[src/rtl/qbfc_pkg.sv]
// ----------------------------------------------------------------------------
// qbfc_pkg
// Shared widths, operation codes and defaults of the quantile bin feature
// categorizer.
// ----------------------------------------------------------------------------
package qbfc_pkg;

   localparam int DEF_MAX_FEATURES = 256;
   localparam int DEF_SLOTS        = 4;

   localparam int OP_W      = 2;
   localparam int FEAT_W    = 8;
   localparam int SLOT_W    = 2;
   localparam int VALUE_W   = 32;
   localparam int COUNT_W   = 3;
   localparam int CAT_W     = 2;
   localparam int NUM_FEAT_W = 9;

   localparam logic [OP_W-1:0] OP_SET        = 2'd0;
   localparam logic [OP_W-1:0] OP_WRITE      = 2'd1;
   localparam logic [OP_W-1:0] OP_CATEGORIZE = 2'd2;

   // table access requests issued at the accept edge
   typedef struct packed {
      logic meta_we;
      logic slot_we;
      logic rd_en;
   } tbl_cmd_type;

endpackage

[src/rtl/qbfc_binner.sv]
// ----------------------------------------------------------------------------
// qbfc_binner
// Compare stage and output register: matches the sample against the row
// read from the table and picks the bin or matched slot.
// ----------------------------------------------------------------------------
module qbfc_binner #(
   parameter int SLOTS = qbfc_pkg::DEF_SLOTS
) (
   input  logic                                          clock,
   input  logic                                          reset,
   input  logic                                          load_i,
   input  logic [qbfc_pkg::FEAT_W-1:0]                   feature_i,
   input  logic [qbfc_pkg::VALUE_W-1:0]                  sample_i,
   input  logic                                          feature_ok_i,
   input  logic [SLOTS-1:0][qbfc_pkg::VALUE_W-1:0]       row_i,
   input  logic                                          mode_i,
   input  logic [$clog2(SLOTS+1)-1:0]                    count_i,
   output logic                                          ready_o,
   output logic                                          rsp_valid,
   input  logic                                          rsp_ready,
   output logic [qbfc_pkg::CAT_W-1:0]                    rsp_category,
   output logic [qbfc_pkg::FEAT_W-1:0]                   rsp_feature_echo
);
   import qbfc_pkg::*;

   localparam int CW = $clog2(SLOTS + 1);

   logic                 s1_valid_ff, s1_valid_in;
   logic [FEAT_W-1:0]    s1_feature_ff;
   logic [VALUE_W-1:0]   s1_sample_ff;
   logic                 s1_ok_ff;

   logic                 out_valid_ff, out_valid_in;
   logic [CAT_W-1:0]     out_category_ff;
   logic [FEAT_W-1:0]    out_feature_ff;

   logic                 s1_fire;
   logic [CW-1:0]        cat;
   logic                 hit;

   // advance the compare stage when the output register is free or draining
   assign s1_fire = s1_valid_ff && (!out_valid_ff || rsp_ready);
   assign ready_o = !s1_valid_ff || !out_valid_ff || rsp_ready;

   always_comb begin
      cat = '0;
      hit = 1'b0;
      for (int i = 0; i < SLOTS; i++) begin
         if (!hit && (CW'(i) < count_i)) begin
            if (mode_i ? (row_i[i] == s1_sample_ff)
                       : ($signed(s1_sample_ff) < $signed(row_i[i]))) begin
               cat = CW'(i);
               hit = 1'b1;
            end
         end
      end
      if (!hit && !mode_i) begin
         cat = count_i;
      end
      if (!s1_ok_ff) begin
         cat = '0;
      end
   end

   always_comb begin
      s1_valid_in = s1_valid_ff;
      if (load_i) begin
         s1_valid_in = 1'b1;
      end else if (s1_fire) begin
         s1_valid_in = 1'b0;
      end
      out_valid_in = out_valid_ff;
      if (s1_fire) begin
         out_valid_in = 1'b1;
      end else if (rsp_ready) begin
         out_valid_in = 1'b0;
      end
   end

   always_ff @(posedge clock) begin
      if (reset) begin
         s1_valid_ff  <= 1'b0;
         out_valid_ff <= 1'b0;
      end else begin
         s1_valid_ff  <= s1_valid_in;
         out_valid_ff <= out_valid_in;
      end
      if (load_i) begin
         s1_feature_ff <= feature_i;
         s1_sample_ff  <= sample_i;
         s1_ok_ff      <= feature_ok_i;
      end
      if (s1_fire) begin
         out_category_ff <= cat[CAT_W-1:0];
         out_feature_ff  <= s1_feature_ff;
      end
   end

   assign rsp_valid        = out_valid_ff;
   assign rsp_category     = out_category_ff;
   assign rsp_feature_echo = out_feature_ff;

endmodule

[config.mk]
export PLATFORM = sky130hd
export DESIGN_NAME = qbfc_binner
export DESIGN_NICKNAME = d
export VERILOG_FILES = /design/src/rtl/qbfc_pkg.sv /design/src/rtl/qbfc_binner.sv
export SDC_FILE = /design/constraint.sdc
export NUM_CORES = 1
export LEC_CHECK = 0
export BUFFER_PORTS_ARGS = -buffer_cell sky130_fd_sc_hd__clkbuf_2
export CAP_MARGIN = 20
export CELL_PAD_IN_SITES_DETAIL_PLACEMENT = 0
export CELL_PAD_IN_SITES_GLOBAL_PLACEMENT = 1
export CORE_MARGIN = 4
export CORE_UTILIZATION = 40
export CTS_CLUSTER_DIAMETER = 100
export DETAILED_ROUTE_END_ITERATION = 10
export PLACE_DENSITY = 0.86
export SETUP_SLACK_MARGIN = 0.2
export SLEW_MARGIN = 30
export SYNTH_ARGS = -nofsm -noshare
export SYNTH_HDL_FRONTEND = slang
export SYNTH_SLANG_ARGS = --single-unit
[constraint.sdc]
create_clock -name clock -period 4.1 [get_ports clock]
set_clock_uncertainty 0.05 [all_clocks]
set_input_delay 0.41 -clock clock [delete_from_list [all_inputs] [get_ports clock]]
set_output_delay 0.41 -clock clock [all_outputs]
set_load 0.01 [all_outputs]
# == Word-level counts from Yosys, hierarchy flattened ==
# Cells that the tools add are included.
# classes
n_lt_le_gt_ge,8
eq_ne,4
mux,23
n_reduce_logical,17
# op_table
cell,count
== test 32 bit,4
less-than comparator 32 bit,4
two-way mux 1 bit,18
two-way mux 2 bit,5
logical NOT 1 bit,7
"less-than comparator 1 x 3 -> 1 bit, first input constant",2
"less-than comparator 2 x 3 -> 1 bit, first input constant",2
logical AND 1 bit,5
nonzero test 2 bit,2
logical OR 1 bit,3
# totals
register_bits,53
in_bits,177
output_inout_bits,12
word_cells,59

# == Depth between registers and ports, before layout ==
# Gate-level depths: netlist of run 1.
# depth
word_depth,16
depth_mapped,10
ltp_nobuf,10

# == Least setup slack after synthesis of run 1 ==
# OpenSTA, ideal clock, no wires.
# synth_timing
path_type,register to register
from,register s1_sample_ff[31]
to,"register out_category_ff[0], in the netlist rsp_category[0] (data pin)"
setup_time_ns,0.257
arrival_time_ns,2.196
required_ns,3.793
path_slack_ns,1.597
path_stages_with_launch,10
n_path_buf,0
period_less_slack_ns,2.503
path_cell_list,edfxtp_1 -> ha_1 -> nand4_1 -> or2_4 -> nor4_4 -> nor2_1 -> o311a_1 -> mux2_4 -> o21ai_1 -> o2bb2ai_1
# synth_between
elab_chain_cells,16
elab_cells_between_ends,35
classes_between,order compare: 4; eq/ne: 4; mux: 19; reduce/logical: 8
# synth_rtl
item,line,text
"start, declared",qbfc_binner.sv:30,logic [VALUE_W-1:0] s1_sample_ff;
"start signal, assigned",qbfc_binner.sv:90,s1_sample_ff <= sample_i;
less-than comparator 32 bit / == test 32 bit (equally long branches),"qbfc_binner.sv:51, qbfc_binner.sv:50",
two-way mux 1 bit (2 in a row),qbfc_binner.sv:50,if (mode_i ? (row_i[i] == s1_sample_ff)
two-way mux 1 bit,qbfc_binner.sv:49,if (!hit && (CW'(i) < count_i)) begin
logical NOT 1 bit,qbfc_binner.sv:49,
logical AND 1 bit,qbfc_binner.sv:49,
two-way mux 1 bit,qbfc_binner.sv:49,
logical NOT 1 bit,qbfc_binner.sv:49,
logical AND 1 bit,qbfc_binner.sv:49,
two-way mux 1 bit,qbfc_binner.sv:49,
logical NOT 1 bit,qbfc_binner.sv:49,
logical AND 1 bit,qbfc_binner.sv:49,
two-way mux 1 bit,qbfc_binner.sv:49,
logical NOT 1 bit,qbfc_binner.sv:57,if (!hit && !mode_i) begin
logical AND 1 bit,qbfc_binner.sv:57,
two-way mux 2 bit (*),qbfc_binner.sv:57,
"end signal, assigned",qbfc_binner.sv:94,out_category_ff <= cat[CAT_W-1:0];
"end, declared",qbfc_binner.sv:34,logic [CAT_W-1:0] out_category_ff;
# Every way passes the cells marked *; elsewhere a longest branch is shown, timed or not.
# A chain may end at the register's enable or synchronous reset.

# == Worst setup path after layout of run 1 ==
# layout_timing
from,register s1_sample_ff[28]
to,"register out_category_ff[1], in the netlist rsp_category[1] (data pin)"
# Same word-level chain as after synthesis.

==> impl_metrics.json, run 1 <==
{
  "outcome": "finished, final reports clean",
  "hold_start": "sample_i[16]",
  "netlist_area_um2": 4970,
  "r2r_start": "s1_sample_ff[28]",
  "crit_required_ns": 4.18,
  "drc_errors": 0,
  "synthCells": 536,
  "maximum_number_of_pins_on_one_net_before_global_route_repair": 43,
  "setup-violations-final": 0,
  "wirelength_mm": 13.9,
  "post_route_cells_drive_above_1_share_pct": 27.9,
  "first_global_vias": 4643,
  "critPathMaxFanout": 4,
  "drt-vias-per-instance": 5.02,
  "slew_headroom_pct": 52.6,
  "min-delay-path-class": "in2reg",
  "synth_ff_type": "edfxtp_1",
  "synth_fp_nets": 841,
  "post-cts-setup-buffers": 0,
  "ys_types": 43,
  "leakage_uw": 0.00353,
  "clock_tree.htree_level_count": 2,
  "fmaxAchievable_mhz": 354,
  "cpMaxStageDelayCell": "a2111oi_0",
  "core.rowCount": 40,
  "gp_congestion": 0.882,
  "cts_num_sinks": 53,
  "netlist.top_cell.by_area": "ha_1",
  "place_hpwl_mm": 12.3,
  "number_of_cell_instances_on_the_worst_register_to_register_path": 9,
  "synth_top_cell_area_share_pct": 32.2,
  "setup.worst_path.end_class": "register",
  "clockRootBuffer": "clkbuf_16",
  "yosys.cell_count.top_type": "inv_1",
  "critical-path-max-stage-delay_ns": 0.67,
  "fp.dieW_um": 120,
  "dr.first_iter.drc_count": 255,
  "number_of_antenna_violations_at_the_first_check_in_global_routing": 0,
  "clock_tree_from_tritoncts": "yes",
  "max_cap_violations": 0,
  "cts_inserted_buffers": 5,
  "report.final.hold_viol_count": 0,
  "cts_repair_resize_count": 0,
  "area_of_the_die_um2": 14300,
  "drt-wirelength-per-cell_um": 15.5,
  "first_pass_grt_wire_length_mm": 21.9,
  "io_pins": 189,
  "finalWorstPathRequiredPeriod_ns": 2.82,
  "yosys_warnings": 0,
  "ctsLongestPathBuffers": 2,
  "tns_ns": 0,
  "synth_enable_flop_cells": 51,
  "route.antenna.remaining_nets": 0,
  "floorplan.initialDensity_pct": 41.1,
  "critical_path.n_buffers_inverters": 0,
  "io_buffers": 188,
  "ys_seq_area_share_pct": 31.6,
  "clk_transition_reported_paths_ns": 0.07,
  "whs_path_depth": 1,
  "layout-area-overhead-vs-synth_pct": 26.0,
  "reg2reg_setup_slack_ns": 1.28,
  "hold_buffers": 0,
  "worstHoldEndpoint": "s1_sample_ff[16]",
  "yosys_register_bits": 53,
  "placeableCoreArea_um2": 12100,
  "worst_skew_pair.late_latency_ns": 0.29,
  "async_flop_share_pct": 0,
  "grt_use_total_pct": 19.2,
  "routed-via-count": 4510,
  "synth.top_cells.by_count": "inv_1 (131), ha_1 (128), edfxtp_1 (51), a21oi_1 (50), nand2_1 (27)",
  "timing.setup.critical_path_class": "reg2reg",
  "final_max_slew_viol_count": 0,
  "die-height_um": 120,
  "worstPathCellList": "ha_1 -> a21o_1 -> a21oi_1 -> o21ai_0 -> a2111oi_0 -> o311a_1 -> mux2_4 -> nor2_1 -> a211oi_1",
  "post_synth.cell_area_avg_um2": 9.28,
  "worstSetupStartpointType": "register",
  "p_per_area_nw_per_um2": 251,
  "overflow": 0,
  "timing_worst_slew_pin_value_ns": 0.693,
  "drt_pass1_iterations": 4,
  "final_net_count": 1035,
  "vdd.ir_drop.worst_mv": 0.191,
  "grt_setup_unrepaired": "false",
  "worst-endpoint-arrival_ns": 2.90,
  "crit-reg2reg-capture": "rsp_category[1]",
  "insertedDiodeCount": 0,
  "yosys-top-cells-area": "ha_1 (32%), edfxtp_1 (31%), inv_1 (9.9%)",
  "hold_ws_ns": 0.235,
  "final_period_util_pct": 68.9,
  "path_delay_family": "compound AO/OA/AOI/OAI gates"
}
==> metrics by stage <==
stage | power [uW] | std cells | instance area [um^2] | utilization, % | setup slack, ns
3_3_place_gp | 1140 | 891 | 6120 | 50.5 | 1.16
6_report | 1580 | 899 | 6270 | 51.8 | 1.28
3_5_place_dp | 1170 | 891 | 6120 | 50.6 | 1.12
5_1_grt | 1690 | 899 | 6270 | 51.8 | 1.01
2_1_floorplan | 960 | 536 | 4970 | - | 1.60
4_1_cts | 1590 | 899 | 6270 | 51.7 | 1.14
==> registers in the layout (all words and copies together) (netlist names) <==
signal,cells
s1_sample_ff,32
rsp_feature_echo,8
s1_feature_ff,8
rsp_category,2
rsp_valid,1
s1_ok_ff,1
s1_valid_ff,1
==> logic make-up (layout without fill, tap and decap cells) <==
logic type	after synthesis	count (layout)	share of synthesized area (%)
flip-flops	53	53	31.6
multiplexers	1	1	0.302
AO/OA/AOI/OAI	109	109	13.5
buffers and inverters	132	327	9.96
adder cells (fa/ha/maj)	128	128	32.2
AND/OR/NAND/NOR	113	113	12.4
==> where the power goes <==
part	internal (uW)	switching, uW	total, uW
combinational	225	248	473
clock	228	194	422
sequential	641	39.5	680
total	1090	482	1580
==> worst max-delay path by stage <==
stage                                start              end  slack, ns  depth (start not counted)
after global placement          row_i[121]  rsp_category[1]       1.16                         11
after global routing      s1_sample_ff[14]  rsp_category[1]       1.01                          8
after floorplan           s1_sample_ff[31]  rsp_category[0]       1.60                          9
after CTS                 s1_sample_ff[25]  rsp_category[1]       1.14                          9
final                     s1_sample_ff[28]  rsp_category[1]       1.28                          9
after detailed placement        row_i[121]  rsp_category[1]       1.12                         11
==> metal layers <==
layer	global-route usage, %	routed length [um]
met1	23.7	5950
met2	34.6	6800
met3	3.35	950
met4	4.72	223
met5	0	0
==> final cells by class <==
class | instances | area, um^2
timing repair buffer | 188 | 943
tap | 168 | 210
clock buffer | 6 | 129
fill | 1152 | 5840
sequential | 53 | 1570
inverter | 131 | 492
multi-input combinational | 351 | 2910
clock inverter | 2 | 13.8
==> layout by cell type (no fill, tap or decap), drive strengths merged, types with 8 or more instances in the layout <==
cell,n
nand3,14
ha,128
nand4,23
inv,132
nand2,27
nor2,18
a21oi,50
a21o,16
clkbuf,194
nor2b,8
edfxtp,51
o21ai,17
==> worst reg2reg max path, delay by kind of cell (launching register included) <==
kind / cells / cell delay, ns
fa+ha+maj: 1 / 0.34
compound gates: 6 / 1.59
simple gates: 1 / 0.04
mux: 1 / 0.15
flops: 1 / 0.48
(Power assumes the default switching activity.)
==> run 2: changes to the inputs <==
--- a/config.mk
+++ b/config.mk
@@ -10,10 +10,10 @@
 export CELL_PAD_IN_SITES_DETAIL_PLACEMENT = 0
 export CELL_PAD_IN_SITES_GLOBAL_PLACEMENT = 1
 export CORE_MARGIN = 4
-export CORE_UTILIZATION = 40
+export CORE_UTILIZATION = 33
 export CTS_CLUSTER_DIAMETER = 100
 export DETAILED_ROUTE_END_ITERATION = 10
-export PLACE_DENSITY = 0.86
+export PLACE_DENSITY = 0.75
 export SETUP_SLACK_MARGIN = 0.2
 export SLEW_MARGIN = 30
 export SYNTH_ARGS = -nofsm -noshare
==> constraint.sdc (replaced) <==
create_clock -name clock -period 2.4 [get_ports clock]
set_clock_uncertainty 0.05 [all_clocks]
set_input_delay 0.24 -clock clock [delete_from_list [all_inputs] [get_ports clock]]
set_output_delay 0.24 -clock clock [all_outputs]
set_load 0.01 [all_outputs]
==> run 2 against run 1 <==
- the flow now finishes with violations (negative setup slack)
- largest power group unchanged
- utilization shrank 4.9 points
- sequential share of layout area shrank 2.2 points
- critical path depth is the same
- die area grew 20%
- maximum frequency grew 8.5%
- global-route usage shrank 1.6 points
- register-to-register slack lost 1.5 ns
- critical path type unchanged
- non-clock buffer count grew 61
==> impl_metrics.json, run 2 (synthesis gave the netlist of run 1 again) <==
{
  "outcome": "finished, violations left",
  "violations_in_the_final_reports": "negative setup slack",
  "critPathMaxFanout": 4,
  "floorplan.initialDensity_pct": 34.0,
  "report.final.hold_viol_count": 0,
  "die-height_um": 131,
  "number_of_flip_flops_under_the_largest_register_name": 32,
  "worst_skew_pair.late_latency_ns": 0.30,
  "overflow": 0,
  "largest-register": "s1_sample_ff",
  "io_pins": 189,
  "post_route_cells_drive_above_1_share_pct": 34.7,
  "clock_tree_from_tritoncts": "yes",
  "clk_transition_reported_paths_ns": 0.08,
  "worstSetupStartpointType": "register",
  "setup-violations-final": 2,
  "placeableCoreArea_um2": 14600,
  "finalWorstPathRequiredPeriod_ns": 2.60,
  "drt-wirelength-per-cell_um": 15.5,
  "route.antenna.remaining_nets": 0,
  "fin_total_pwr_uw": 2950,
  "clock_tree.htree_level_count": 2,
  "first_pass_grt_wire_length_mm": 23.7,
  "drc_errors": 0,
  "gp_congestion": 0.882,
  "first_global_vias": 5088,
  "insertedDiodeCount": 0,
  "layout.cells.non_filler": 976,
  "placed_cells_incl_taps": 964,
  "final_net_count": 1096,
  "maximum_number_of_pins_on_one_net_before_global_route_repair": 23,
  "postLayoutCoreUtil_pct": 46.9,
  "ctsLongestPathBuffers": 2,
  "number_of_cell_instances_on_the_worst_register_to_register_path": 9,
  "crit_required_ns": 2.48,
  "drt-vias-per-instance": 4.82,
  "max_cap_violations": 0,
  "setup_ws_ns": -0.204,
  "wirelength_mm": 15.1,
  "vdd.ir_drop.worst_mv": 0.305,
  "whs_path_depth": 2,
  "dpl_cell_area_um2": 6620,
  "timing.setup.critical_path_class": "reg2reg",
  "final_max_slew_viol_count": 0,
  "fmaxAchievable_mhz": 384,
  "fillerInstances": 1453,
  "place_hpwl_mm": 13.3,
  "layout-area-overhead-vs-synth_pct": 38.1,
  "routed-via-count": 4701,
  "fp.dieW_um": 131,
  "setup.worst_path.end_class": "register",
  "min-delay-path-class": "in2reg",
  "final_common_cell": "clkbuf_2",
  "p_per_area_nw_per_um2": 430,
  "clockRootBuffer": "clkbuf_16",
  "dr.first_iter.drc_count": 168,
  "slew_headroom_pct": 55.2,
  "fin_area_um2": 6870,
  "timing_worst_slew_pin_value_ns": 0.672,
  "worst-endpoint-arrival_ns": 2.68,
  "cts_num_sinks": 53,
  "final_period_util_pct": 108,
  "area_of_the_die_um2": 17100,
  "cts_inserted_buffers": 5,
  "drt_pass1_iterations": 4,
  "io_buffers": 188,
  "number_of_antenna_violations_at_the_first_check_in_global_routing": 0,
  "layout.cells.most_common_list": "clkbuf_2 (188), inv_1 (131), ha_1 (125)",
  "leakage_uw": 0.00386,
  "grt_use_total_pct": 17.6,
  "core.rowCount": 44,
  "hold_buffers": 0,
  "grt_setup_unrepaired": "true"
}
-- run 2: changes by cell type in the layout (fill, tap and decap cells not counted), moves of 2 or more --
cell | previous run | this run
buf_4 | 0 | 60
ha_1 | 128 | 125
ha_4 | 0 | 3
nor4_1 | 4 | 2
-- run 2: final timing paths --
kind / start / slack [ns] / to
setup reg to reg: s1_sample_ff[25] / -0.20 / rsp_category[1]
setup / recovery: s1_sample_ff[25] / -0.20 / rsp_category[1]
hold reg to reg: s1_feature_ff[4] / 0.38 / rsp_feature_echo[4]
hold / removal: reset / 0.06 / rsp_valid
-- run 2: worst max-delay path, stage by stage, from the launching register on --
cell	delay, ns
edfxtp_1	0.44
buf_4	0.17
ha_1	0.29
nand4_1	0.17
nor4_2	0.42
buf_4	0.20
o21ai_1	0.10
a31oi_2	0.27
nor2_1	0.09
a211oi_1	0.23
-- run 2: where the power goes --
part           total [uW]  internal [uW]  switching (uW)  leakage [uW]
sequential           1150           1090            56.7      0.000512
clock                 852            495             357     0.0000842
combinational         948            475             472       0.00327
total                2950           2060             886       0.00386
-- run 2: layer usage --
| layer | track usage (%) | up-vias | routed length (um) |
|---|---|---|---|
| li1 | - | 2415 | - |
| met1 | 22.7 | 2086 | 6990 |
| met2 | 31.0 | 176 | 7080 |
| met3 | 2.32 | 24 | 759 |
| met4 | 4.30 | 0 | 312 |
| met5 | 0 | - | 0 |
-- run 2: area by class of cell --
type,instances,area [um^2],area share (%)
Clock buffer,5,125,1.82
Clock inverter,3,43.8,0.638
Inverter,131,492,7.16
Multi-Input combinational cell,351,2990,43.6
Sequential cell,53,1570,22.9
Tap cell,184,230,3.35
Timing Repair Buffer,249,1410,20.6
-- run 2: metrics by stage --
stage                     setup WS, ns  hold WS [ns]  setup TNS [ns]
after global placement          -0.318         0.351          -0.518
after floorplan                 0.0725         0.262               0
after global routing            -0.342        0.0513          -0.668
after CTS                       -0.197        0.0528          -0.388
final                           -0.204        0.0589          -0.406
after detailed placement        -0.343         0.361          -0.543
-- run 2: timing repair --
item / in CTS / in global routing
buffers inserted: 2 / 2
resized for setup: 6 / 4
endpoints found under the setup margin: 2 / 2
pin swaps: 1 / 0
